`src/rtl/mo9_pkg.sv`:
```
// ----------------------------------------------------------------------------
// mo9_pkg
// Shared types, constants and the median-of-nine network table for the
// per-channel median filter.
// ----------------------------------------------------------------------------
package mo9_pkg;

  localparam int MAX_CHANNELS = 16;
  localparam int SAMPLE_BITS  = 12;
  localparam int TAPS         = 9;
  localparam int STORE_DEPTH  = MAX_CHANNELS * TAPS;
  localparam int ADDR_W       = $clog2(STORE_DEPTH);
  localparam int CNT_W        = $clog2(MAX_CHANNELS + 1);
  localparam int CHAN_W       = 4;
  localparam int TAP_IDX_W    = $clog2(TAPS);
  localparam int NET_STEPS    = 19;
  localparam int STEP_W       = $clog2(NET_STEPS);
  localparam int LIMIT_W      = ADDR_W + 1;

  // Register map of the configuration port.
  localparam int PADDR_W      = 3;
  localparam int PDATA_W      = 32;
  localparam logic REG_CHANNELS_IN_USE = 1'b0;
  localparam int CFG_REG_W    = 5;
  localparam logic [CFG_REG_W-1:0] CHANNELS_RESET = CFG_REG_W'(16);

  localparam logic MODE_STORE = 1'b0;
  localparam logic MODE_QUERY = 1'b1;

  typedef enum logic [1:0] {
    S_IDLE,
    S_READ,
    S_SORT,
    S_DONE
  } seq_state_t;

  typedef struct packed {
    logic [TAP_IDX_W-1:0] lo;
    logic [TAP_IDX_W-1:0] hi;
  } pair_t;

  // Control from the sequencer to the compare-and-swap unit.
  typedef struct packed {
    logic                 load;
    logic [TAP_IDX_W-1:0] load_idx;
    logic                 step;
    logic [STEP_W-1:0]    step_idx;
  } cas_ctrl_t;

  // The 19 compare-and-swap steps of the median-of-nine network.
  function automatic pair_t net_pair(input logic [STEP_W-1:0] k);
    pair_t p;
    p = '0;
    case (k)
      5'd0:    p = '{lo: 4'd1, hi: 4'd2};
      5'd1:    p = '{lo: 4'd4, hi: 4'd5};
      5'd2:    p = '{lo: 4'd7, hi: 4'd8};
      5'd3:    p = '{lo: 4'd0, hi: 4'd1};
      5'd4:    p = '{lo: 4'd3, hi: 4'd4};
      5'd5:    p = '{lo: 4'd6, hi: 4'd7};
      5'd6:    p = '{lo: 4'd1, hi: 4'd2};
      5'd7:    p = '{lo: 4'd4, hi: 4'd5};
      5'd8:    p = '{lo: 4'd7, hi: 4'd8};
      5'd9:    p = '{lo: 4'd0, hi: 4'd3};
      5'd10:   p = '{lo: 4'd5, hi: 4'd8};
      5'd11:   p = '{lo: 4'd4, hi: 4'd7};
      5'd12:   p = '{lo: 4'd3, hi: 4'd6};
      5'd13:   p = '{lo: 4'd1, hi: 4'd4};
      5'd14:   p = '{lo: 4'd2, hi: 4'd5};
      5'd15:   p = '{lo: 4'd4, hi: 4'd7};
      5'd16:   p = '{lo: 4'd4, hi: 4'd2};
      5'd17:   p = '{lo: 4'd6, hi: 4'd4};
      5'd18:   p = '{lo: 4'd4, hi: 4'd2};
      default: p = '0;
    endcase
    return p;
  endfunction

endpackage

```
`src/rtl/mo9_ram.sv`:
```
// ----------------------------------------------------------------------------
// mo9_ram
// Generic simple dual-port RAM: one write port, one read port with the read
// data registered.
// ----------------------------------------------------------------------------
module mo9_ram #(
  parameter int WIDTH = 12,
  parameter int DEPTH = 144
) (
  input  logic                     clk,
  input  logic                     we,
  input  logic [$clog2(DEPTH)-1:0] waddr,
  input  logic [WIDTH-1:0]         wdata,
  input  logic [$clog2(DEPTH)-1:0] raddr,
  output logic [WIDTH-1:0]         rdata
);

  logic [WIDTH-1:0] mem [DEPTH];
  logic [WIDTH-1:0] rdata_r;

  always_ff @(posedge clk) begin
    if (we) begin
      mem[waddr] <= wdata;
    end
    rdata_r <= mem[raddr];
  end

  assign rdata = rdata_r;

endmodule

```
`src/rtl/mo9_cfg.sv`:
```
// ----------------------------------------------------------------------------
// mo9_cfg
// Configuration register behind the APB-style port. Holds the channel count
// as written and supplies the clamped count and the buffer wrap length.
// ----------------------------------------------------------------------------
module mo9_cfg
  import mo9_pkg::*;
(
  input  logic                clk,
  input  logic                rst_n,
  input  logic                psel,
  input  logic                penable,
  input  logic                pwrite,
  input  logic [PADDR_W-1:0]  paddr,
  input  logic [PDATA_W-1:0]  pwdata,
  output logic [PDATA_W-1:0]  prdata,
  output logic                pready,
  output logic [CNT_W-1:0]    count,
  output logic [LIMIT_W-1:0]  limit
);

  logic [CFG_REG_W-1:0] channels_r;
  logic [CFG_REG_W-1:0] channels_nxt;
  logic                 wr_en;

  assign pready = 1'b1;
  assign wr_en  = psel && penable && pwrite && (paddr[2] == REG_CHANNELS_IN_USE);

  always_comb begin
    channels_nxt = channels_r;
    if (wr_en) begin
      channels_nxt = pwdata[CFG_REG_W-1:0];
    end
  end

  always_ff @(posedge clk) begin
    if (!rst_n) begin
      channels_r <= CHANNELS_RESET;
    end else begin
      channels_r <= channels_nxt;
    end
  end

  always_comb begin
    prdata = '0;
    if (paddr[2] == REG_CHANNELS_IN_USE) begin
      prdata = PDATA_W'(channels_r);
    end
  end

  // The register keeps what was written; zero acts as one channel and
  // anything above the maximum acts as the maximum.
  always_comb begin
    if (channels_r == '0) begin
      count = CNT_W'(1);
    end else if (channels_r > CFG_REG_W'(MAX_CHANNELS)) begin
      count = CNT_W'(MAX_CHANNELS);
    end else begin
      count = channels_r[CNT_W-1:0];
    end
  end

  assign limit = (LIMIT_W'(count) << 3) + LIMIT_W'(count);

endmodule

```
`src/rtl/mo9_cas.sv`:
```
// ----------------------------------------------------------------------------
// mo9_cas
// Nine tap registers and the single compare-and-swap unit that steps through
// the median-of-nine network one pair per cycle.
// ----------------------------------------------------------------------------
module mo9_cas
  import mo9_pkg::*;
(
  input  logic                   clk,
  input  cas_ctrl_t              ctrl,
  input  logic [SAMPLE_BITS-1:0] load_data,
  output logic [SAMPLE_BITS-1:0] median
);

  logic [SAMPLE_BITS-1:0] taps_r   [TAPS];
  logic [SAMPLE_BITS-1:0] taps_nxt [TAPS];
  pair_t                  pair;
  logic [SAMPLE_BITS-1:0] val_lo;
  logic [SAMPLE_BITS-1:0] val_hi;
  logic                   swap;

  assign pair   = net_pair(ctrl.step_idx);
  assign val_lo = taps_r[pair.lo];
  assign val_hi = taps_r[pair.hi];
  assign swap   = val_lo > val_hi;

  always_comb begin
    for (int i = 0; i < TAPS; i++) begin
      taps_nxt[i] = taps_r[i];
      if (ctrl.load && (ctrl.load_idx == TAP_IDX_W'(i))) begin
        taps_nxt[i] = load_data;
      end else if (ctrl.step && swap) begin
        if (pair.lo == TAP_IDX_W'(i)) begin
          taps_nxt[i] = val_hi;
        end else if (pair.hi == TAP_IDX_W'(i)) begin
          taps_nxt[i] = val_lo;
        end
      end
    end
  end

  always_ff @(posedge clk) begin
    for (int i = 0; i < TAPS; i++) begin
      taps_r[i] <= taps_nxt[i];
    end
  end

  assign median = taps_r[4];

endmodule

```
`src/rtl/adc_channel_median_of_nine.sv`:
```
// ----------------------------------------------------------------------------
// adc_channel_median_of_nine
// Per-channel median-of-nine filter over an interleaved sample store.
// ----------------------------------------------------------------------------
// A store word (mode 0) writes its sample at the write position and
// produces no result; the position wraps at nine times the channel count.
// A query word (mode 1) for a valid channel goes from acceptance to the
// result register by reading the channel's nine samples at a stride of
// the channel count through the single read port of the sample RAM, then
// the nineteen compare-and-swap steps of the median network on one shared
// comparator, and then loading the result. A query for a channel at or
// beyond the count in use goes straight to the final state and gives
// bad_channel set and a median of zero. While a query is in progress
// in_stall is high; store words are taken while a result still waits on the
// output. The store reads as zero after reset through a valid flag per
// entry, so no clearing pass is needed.
// ----------------------------------------------------------------------------
module adc_channel_median_of_nine
  import mo9_pkg::*;
(
  input  logic                   clk,
  input  logic                   rst_n,
  input  logic                   in_valid,
  output logic                   in_stall,
  input  logic                   in_mode,
  input  logic [SAMPLE_BITS-1:0] in_sample,
  input  logic [CHAN_W-1:0]      in_channel,
  output logic                   out_valid,
  input  logic                   out_stall,
  output logic [SAMPLE_BITS-1:0] out_median,
  output logic                   out_bad_channel,
  input  logic                   psel,
  input  logic                   penable,
  input  logic                   pwrite,
  input  logic [PADDR_W-1:0]     paddr,
  input  logic [PDATA_W-1:0]     pwdata,
  output logic [PDATA_W-1:0]     prdata,
  output logic                   pready
);

  seq_state_t state_r, state_nxt;

  logic [CNT_W-1:0]       count;
  logic [LIMIT_W-1:0]     limit;
  logic                   in_accept;
  logic                   store_go;
  logic                   query_go;
  logic                   chan_bad;

  logic [ADDR_W-1:0]      wpos_r, wpos_nxt;
  logic [ADDR_W-1:0]      wr_addr;
  logic [LIMIT_W-1:0]     wr_next;
  logic                   store_vld_r [STORE_DEPTH];

  logic [ADDR_W-1:0]      rd_addr_r, rd_addr_nxt;
  logic [TAP_IDX_W-1:0]   rd_cnt_r, rd_cnt_nxt;
  logic                   cap_vld_r, cap_vld_nxt;
  logic [TAP_IDX_W-1:0]   cap_idx_r, cap_idx_nxt;
  logic                   hit_r, hit_nxt;
  logic [STEP_W-1:0]      step_r, step_nxt;
  logic                   bad_r, bad_nxt;
  logic                   issue;

  logic [SAMPLE_BITS-1:0] ram_q;
  logic [SAMPLE_BITS-1:0] tap_data;
  logic [SAMPLE_BITS-1:0] median;
  cas_ctrl_t              cas_ctrl;

  logic                   out_valid_r, out_valid_nxt;
  logic [SAMPLE_BITS-1:0] out_median_r, out_median_nxt;
  logic                   out_bad_r, out_bad_nxt;
  logic                   out_load;

  mo9_cfg u_cfg (
    .clk     (clk),
    .rst_n   (rst_n),
    .psel    (psel),
    .penable (penable),
    .pwrite  (pwrite),
    .paddr   (paddr),
    .pwdata  (pwdata),
    .prdata  (prdata),
    .pready  (pready),
    .count   (count),
    .limit   (limit)
  );

  assign in_stall  = (state_r != S_IDLE);
  assign in_accept = in_valid && !in_stall;
  assign store_go  = in_accept && (in_mode == MODE_STORE);
  assign query_go  = in_accept && (in_mode == MODE_QUERY);
  assign chan_bad  = {1'b0, in_channel} >= count;

  // Write position: a position left beyond the wrap length by a lowered
  // count restarts at zero.
  assign wr_addr = (LIMIT_W'(wpos_r) >= limit) ? '0 : wpos_r;
  assign wr_next = LIMIT_W'(wr_addr) + LIMIT_W'(1);

  always_comb begin
    wpos_nxt = wpos_r;
    if (store_go) begin
      wpos_nxt = (wr_next >= limit) ? '0 : wr_next[ADDR_W-1:0];
    end
  end

  always_ff @(posedge clk) begin
    if (!rst_n) begin
      wpos_r <= '0;
      for (int i = 0; i < STORE_DEPTH; i++) begin
        store_vld_r[i] <= 1'b0;
      end
    end else begin
      wpos_r <= wpos_nxt;
      if (store_go) begin
        store_vld_r[wr_addr] <= 1'b1;
      end
    end
  end

  mo9_ram #(
    .WIDTH (SAMPLE_BITS),
    .DEPTH (STORE_DEPTH)
  ) u_store (
    .clk   (clk),
    .we    (store_go),
    .waddr (wr_addr),
    .wdata (in_sample),
    .raddr (rd_addr_r),
    .rdata (ram_q)
  );

  assign tap_data = hit_r ? ram_q : '0;

  // Next state.
  always_comb begin
    state_nxt = state_r;
    case (state_r)
      S_IDLE: begin
        if (query_go) begin
          state_nxt = chan_bad ? S_DONE : S_READ;
        end
      end
      S_READ: begin
        if (rd_cnt_r == TAP_IDX_W'(TAPS)) begin
          state_nxt = S_SORT;
        end
      end
      S_SORT: begin
        if (step_r == STEP_W'(NET_STEPS - 1)) begin
          state_nxt = S_DONE;
        end
      end
      S_DONE: begin
        if (out_load) begin
          state_nxt = S_IDLE;
        end
      end
      default: state_nxt = S_IDLE;
    endcase
  end

  // Sequencer outputs and counters.
  always_comb begin
    rd_addr_nxt = rd_addr_r;
    rd_cnt_nxt  = rd_cnt_r;
    cap_vld_nxt = 1'b0;
    cap_idx_nxt = cap_idx_r;
    hit_nxt     = hit_r;
    step_nxt    = step_r;
    bad_nxt     = bad_r;
    issue       = 1'b0;
    case (state_r)
      S_IDLE: begin
        rd_addr_nxt = ADDR_W'(in_channel);
        rd_cnt_nxt  = '0;
        step_nxt    = '0;
        if (query_go) begin
          bad_nxt = chan_bad;
        end
      end
      S_READ: begin
        issue = rd_cnt_r != TAP_IDX_W'(TAPS);
        if (issue) begin
          cap_vld_nxt = 1'b1;
          cap_idx_nxt = rd_cnt_r;
          hit_nxt     = store_vld_r[rd_addr_r];
          rd_cnt_nxt  = rd_cnt_r + TAP_IDX_W'(1);
          rd_addr_nxt = rd_addr_r + ADDR_W'(count);
        end
      end
      S_SORT: begin
        step_nxt = step_r + STEP_W'(1);
      end
      S_DONE: begin
        step_nxt = step_r;
      end
      default: begin
        step_nxt = '0;
      end
    endcase
  end

  assign cas_ctrl.load     = cap_vld_r;
  assign cas_ctrl.load_idx = cap_idx_r;
  assign cas_ctrl.step     = (state_r == S_SORT);
  assign cas_ctrl.step_idx = step_r;

  mo9_cas u_cas (
    .clk       (clk),
    .ctrl      (cas_ctrl),
    .load_data (tap_data),
    .median    (median)
  );

  // Output register.
  assign out_load = (state_r == S_DONE) && (!out_valid_r || !out_stall);

  always_comb begin
    out_valid_nxt  = out_valid_r && out_stall;
    out_median_nxt = out_median_r;
    out_bad_nxt    = out_bad_r;
    if (out_load) begin
      out_valid_nxt  = 1'b1;
      out_median_nxt = bad_r ? '0 : median;
      out_bad_nxt    = bad_r;
    end
  end

  always_ff @(posedge clk) begin
    if (!rst_n) begin
      state_r     <= S_IDLE;
      cap_vld_r   <= 1'b0;
      out_valid_r <= 1'b0;
      rd_cnt_r    <= '0;
      step_r      <= '0;
      bad_r       <= 1'b0;
    end else begin
      state_r     <= state_nxt;
      cap_vld_r   <= cap_vld_nxt;
      out_valid_r <= out_valid_nxt;
      rd_cnt_r    <= rd_cnt_nxt;
      step_r      <= step_nxt;
      bad_r       <= bad_nxt;
    end
  end

  always_ff @(posedge clk) begin
    rd_addr_r    <= rd_addr_nxt;
    cap_idx_r    <= cap_idx_nxt;
    hit_r        <= hit_nxt;
    out_median_r <= out_median_nxt;
    out_bad_r    <= out_bad_nxt;
  end

  assign out_valid       = out_valid_r;
  assign out_median      = out_median_r;
  assign out_bad_channel = out_bad_r;

  // A result word only appears on leaving the final state of a query.
  a_result_from_done: assert property (@(posedge clk) disable iff (!rst_n)
    $rose(out_valid_r) |-> $past(state_r == S_DONE))
    else $error("result word raised outside the final state");

  // A flagged channel always carries a zero median.
  a_bad_is_zero: assert property (@(posedge clk) disable iff (!rst_n)
    out_valid_r && out_bad_r |-> out_median_r == '0)
    else $error("bad channel result with non-zero median");

  // A query for a channel in range starts reading the store next cycle.
  a_good_query_reads: assert property (@(posedge clk) disable iff (!rst_n)
    query_go && !chan_bad |=> state_r == S_READ)
    else $error("valid query did not start the store read");

  // The network step counter never runs past the last step while sorting.
  a_step_bound: assert property (@(posedge clk) disable iff (!rst_n)
    state_r == S_SORT |-> step_r < STEP_W'(NET_STEPS))
    else $error("network step beyond the last pair");

  // No sample is written while a query is gathering its taps.
  a_no_store_in_query: assert property (@(posedge clk) disable iff (!rst_n)
    state_r != S_IDLE |-> !store_go)
    else $error("store write during a query");

endmodule

```
`config.mk`:
```
export PLATFORM = sky130hd
export DESIGN_NAME = adc_channel_median_of_nine
export DESIGN_NICKNAME = d
export VERILOG_FILES = /design/src/rtl/mo9_pkg.sv /design/src/rtl/mo9_ram.sv /design/src/rtl/mo9_cfg.sv /design/src/rtl/mo9_cas.sv /design/src/rtl/adc_channel_median_of_nine.sv
export SDC_FILE = /design/constraint.sdc
export NUM_CORES = 2
export LEC_CHECK = 0
export BUFFER_PORTS_ARGS = -buffer_cell sky130_fd_sc_hd__buf_2
export CORE_ASPECT_RATIO = 0.6
export CORE_MARGIN = 2
export CORE_UTILIZATION = 45
export CTS_CLUSTER_SIZE = 24
export DETAILED_ROUTE_END_ITERATION = 6
export PLACE_DENSITY_LB_ADDON = 0.12
export SYNTH_ARGS = -nofsm -noshare
export SYNTH_HDL_FRONTEND = slang
export SYNTH_HIERARCHICAL = 1
export SYNTH_SLANG_ARGS = --single-unit
```
`constraint.sdc`:
```
create_clock -name clk -period 4.64 [get_ports clk]
set_input_delay 0 -clock clk [delete_from_list [all_inputs] [get_ports clk]]
set_output_delay 0 -clock clk [all_outputs]
set_load 0.005 [all_outputs]
```
==> results.txt <==
Max-slew headroom = 22.8%
Seq/Total Area, Yosys = 69.3%
Yosys top cell area share = 62.7%
Detailed Routing Iterations Pass 1 = 6
Layout area overhead = 15.8%
WHS Path Cells = 3
First-pass GRT wire length = 367000 um
Largest net degree at the start of global routing = 102
RD Place Congestion = 0.896
Worst Hold Path EP = rd_cnt_r[2]
Largest cells by area after synthesis = edfxtp_1 (63%), mux4_2 (11%), dfxtp_1 (6.6%), mux2i_1 (3.2%), nor2_1 (1.2%)
Port bufs = 49
WP data required = 5.34 ns
PwrDens = 541 nW/um^2
Slowest CP cell = nor3_1
Die area = 202000 um^2
R2R setup slack = 0.12 ns
Initial antenna violation count = 9
Reg2reg path depth = 9
Synth area leader = edfxtp_1
Pwr Total = 0.0559 W
Reg2reg end = u_store/rdata[3]
Asr flop ratio synth = 0%
Combinational fraction of design power = 31.6%
FF+latch count, synth = 2157
Core area = 197000 um^2
Vias post-DR = 51600
Crit. End Element = flip-flop
Number of synthesized flops with an enable pin = 1862
Multi-input logic area = 25400 um^2
DR WL/cell = 30.2 um
Crit-path cells = buf_4, nor3_1, nand2b_1, o22ai_1, a211oi_1, buf_4, o32ai_1, a31oi_1, buf_4
Max FO, Critical Path = 11
Die Y-Extent = 349 um
Hold Path Origin = rst_n
Post-Syn Area = 89200 um^2
Startpoint Class = flip-flop
Final worst slack = 0.119 ns
Most common cell after layout, fill and taps aside = edfxtp_1
FF/Latch Area = 61800 um^2
Clock power frac = 29.6%
GRT Util Overall = 25.3%
Syn avg cell area = 17.0 um^2
Crit Path Class = flip-flop to flip-flop
Worst path max stage delay = 0.94 ns
CTS Root Cell = clkbuf_16
DRC = 0
Number of global-route vias before repair = 49700
Worst vdd ir = 0.382 mV
Standard-cell rows = 126
Ys flop type = edfxtp_1
Register share of total power = 38.8%
Fin. Hold Viols = 0
Setup violations, final = 0
Initial DRC Count = 6863
Cell-internal power = 0.0379 W
Clock Sinks = 2157
Filler Cell Count = 15800
Final #Nets = 5801
Post-synthesis cell count = 5232
Max Slew Vio Count = 0
TritonCTS Buffers = 204
Layout cell share with drive strength beyond 1 = 25.6%
Yosys cell types = 105
Worst Tran Pin Value = 1.15 ns
Leakage = 34.2 nW
CTS tree = built
Vias per cell = 6.08
Ratio of final minimum period to clock period = 97.4%
Total grt overflow = 0
Most frequent cells in the layout = edfxtp_1 (1862), mux4_2 (440), buf_4 (375), dfxtp_1 (294), mux2i_1 (285)
# IOs = 107
Post-DRT Antenna Nets = 0
Drt total wl = 256000 um
Status = complete, no violations
Hpwl dp = 168000 um
Critical path arrival = 5.22 ns
Pre-CTS setup slack = -0.0142 ns
Critical Path Most Common Cell = buf_4
H-tree depth = 4
Clock Path Buffers = 4
Top achievable clock speed = 221 MHz
Maxcap violations = 0
Psw = 0.0180 W
Clk_skew = 0.0442 ns
Worst reg2reg startpoint = rd_addr_r[3]
Hold Path Class = input port to flip-flop
Hold slack final = 0.0861 ns
Initial core utilization = 45.3%
Sw frac = 32.2%
CTS clk-pin slew, worst paths = 0.07 ns
Minimum clock period = 4.52 ns
Die span in x = 579 um
Yosys warns = 6
Clk_lat worst skew = 0.85 ns
[timing repair]
action                                  in CTS  in global routing
resized for setup                            6                 28
setup buffers                                1                  3
hold buffers                                43                  0
endpoints found under the setup margin       5                803
endpoints found under the hold margin     1001                  0
pin swaps                                    2                 11
[through the flow]
step,cell area (um^2),TNS (ns),std cells,util (%)
final,103000,0,8480,52.5
after floorplan,89300,0,5259,-
after CTS,103000,0,8471,52.4
after detailed placement,96200,-0.0142,8055,48.9
after global placement,96200,-0.0765,8055,48.9
after global routing,103000,-0.0458,8474,52.5
[flip-flops by register name, indices dropped and copies added, names as in the netlist, 2 cells and up]
| register | count |
|---|---|
| rd_cnt_r | 4 |
| step_r | 5 |
| u_cfg/channels_r | 5 |
| rd_addr_r | 8 |
| u_cas/taps_r | 108 |
| state_r | 2 |
| cap_idx_r | 4 |
| out_median | 12 |
| u_store/mem | 1728 |
| wpos_r | 8 |
| u_store/rdata | 12 |
| store_vld_r | 256 |
[metal layers]
layer / up-vias / global-route usage [%] / share of wire, %
met2: 2332 / 32.7 / 39
met4: 4 / 4.29 / 1.6
met5: - / 0 / 0.0090
met3: 312 / 8.26 / 12
li1: 21900 / - / -
met1: 27000 / 41.2 / 48
[cells in the mapped netlist (all sizes together), types with 9 or more instances]
library cell / instances
or3b: 13
nor2: 289
o32ai: 11
nor3: 21
dfxtp: 295
a221o: 11
mux2: 83
xnor2: 10
o221a: 16
nand2b: 23
and3: 10
a221oi: 12
a31oi: 25
a31o: 23
a211oi: 17
inv: 50
a22oi: 53
o22ai: 117
clkbuf: 171
edfxtp: 1862
a21oi: 148
mux4: 447
nor2b: 44
mux2i: 285
a21o: 20
buf: 202
nor4: 18
o21bai: 84
nand2: 271
or2: 10
a22o: 44
ha: 57
a311oi: 14
nand3: 64
o21ai: 199
and2: 30
o22a: 9
nand4: 20
o311ai: 20
or3: 27
[area by class of cell]
class	instances	share of cell area, %
Sequential cell	2157	59.8
Multi-Input combinational cell	2679	24.6
Timing Repair Buffer	592	5.92
Clock buffer	251	5.18
Tap cell	2624	3.18
Clock inverter	121	1.07
Inverter	50	0.182
Antenna cell	6	0.0145
[how the worst max path moves through the flow]
| stage | end | slack (ns) | start | depth (start not counted) |
|---|---|---|---|---|
| after detailed placement | wpos_r[5] | -0.01 | u_cfg/channels_r[1] | 24 |
| after CTS | wpos_r[5] | 0.006 | u_cfg/channels_r[1] | 21 |
| final | u_store/rdata[3] | 0.12 | rd_addr_r[3] | 9 |
| after global placement | wpos_r[3] | -0.03 | u_cfg/channels_r[1] | 25 |
| after floorplan | wpos_r[4] | 0.007 | u_cfg/channels_r[1] | 25 |
| after global routing | wpos_r[3] | -0.02 | u_cfg/channels_r[1] | 25 |
[power by group through the flow]
stage	clock, W	combinational [W]	sequential [W]
final	0.0165	0.0177	0.0217
after global routing	0.0176	0.0186	0.0217
after CTS	0.0169	0.0175	0.0217
after detailed placement	0	0.0174	0.0221
after global placement	0	0.0174	0.0221
after floorplan	0	0.0108	0.0220
[worst max-delay path, delay by kind of cell (launching register included)]
kind | cells | cell delay, ns
AND/OR/NAND/NOR | 2 | 1.60
AO/OA/AOI/OAI | 4 | 1.46
buffers and inverters | 3 | 0.72
flip-flops | 1 | 0.60
[cells by family (layout without fill, tap and decap cells)]
| kind of cell | count (synthesis) | in the layout | share of synthesized area, % |
|---|---|---|---|
| compound gates | 883 | 883 | 6.96 |
| xor+xnor | 15 | 15 | 0.147 |
| fa+ha+maj | 58 | 58 | 0.822 |
| buf+inv | 423 | 1014 | 2.54 |
| flops | 2157 | 2157 | 69.3 |
| mux | 815 | 815 | 15.6 |
| other cells | 2 | 35 | 0.00842 |
| simple gates | 879 | 879 | 4.64 |
No activity file was read; power rests on OpenSTA's default activity.
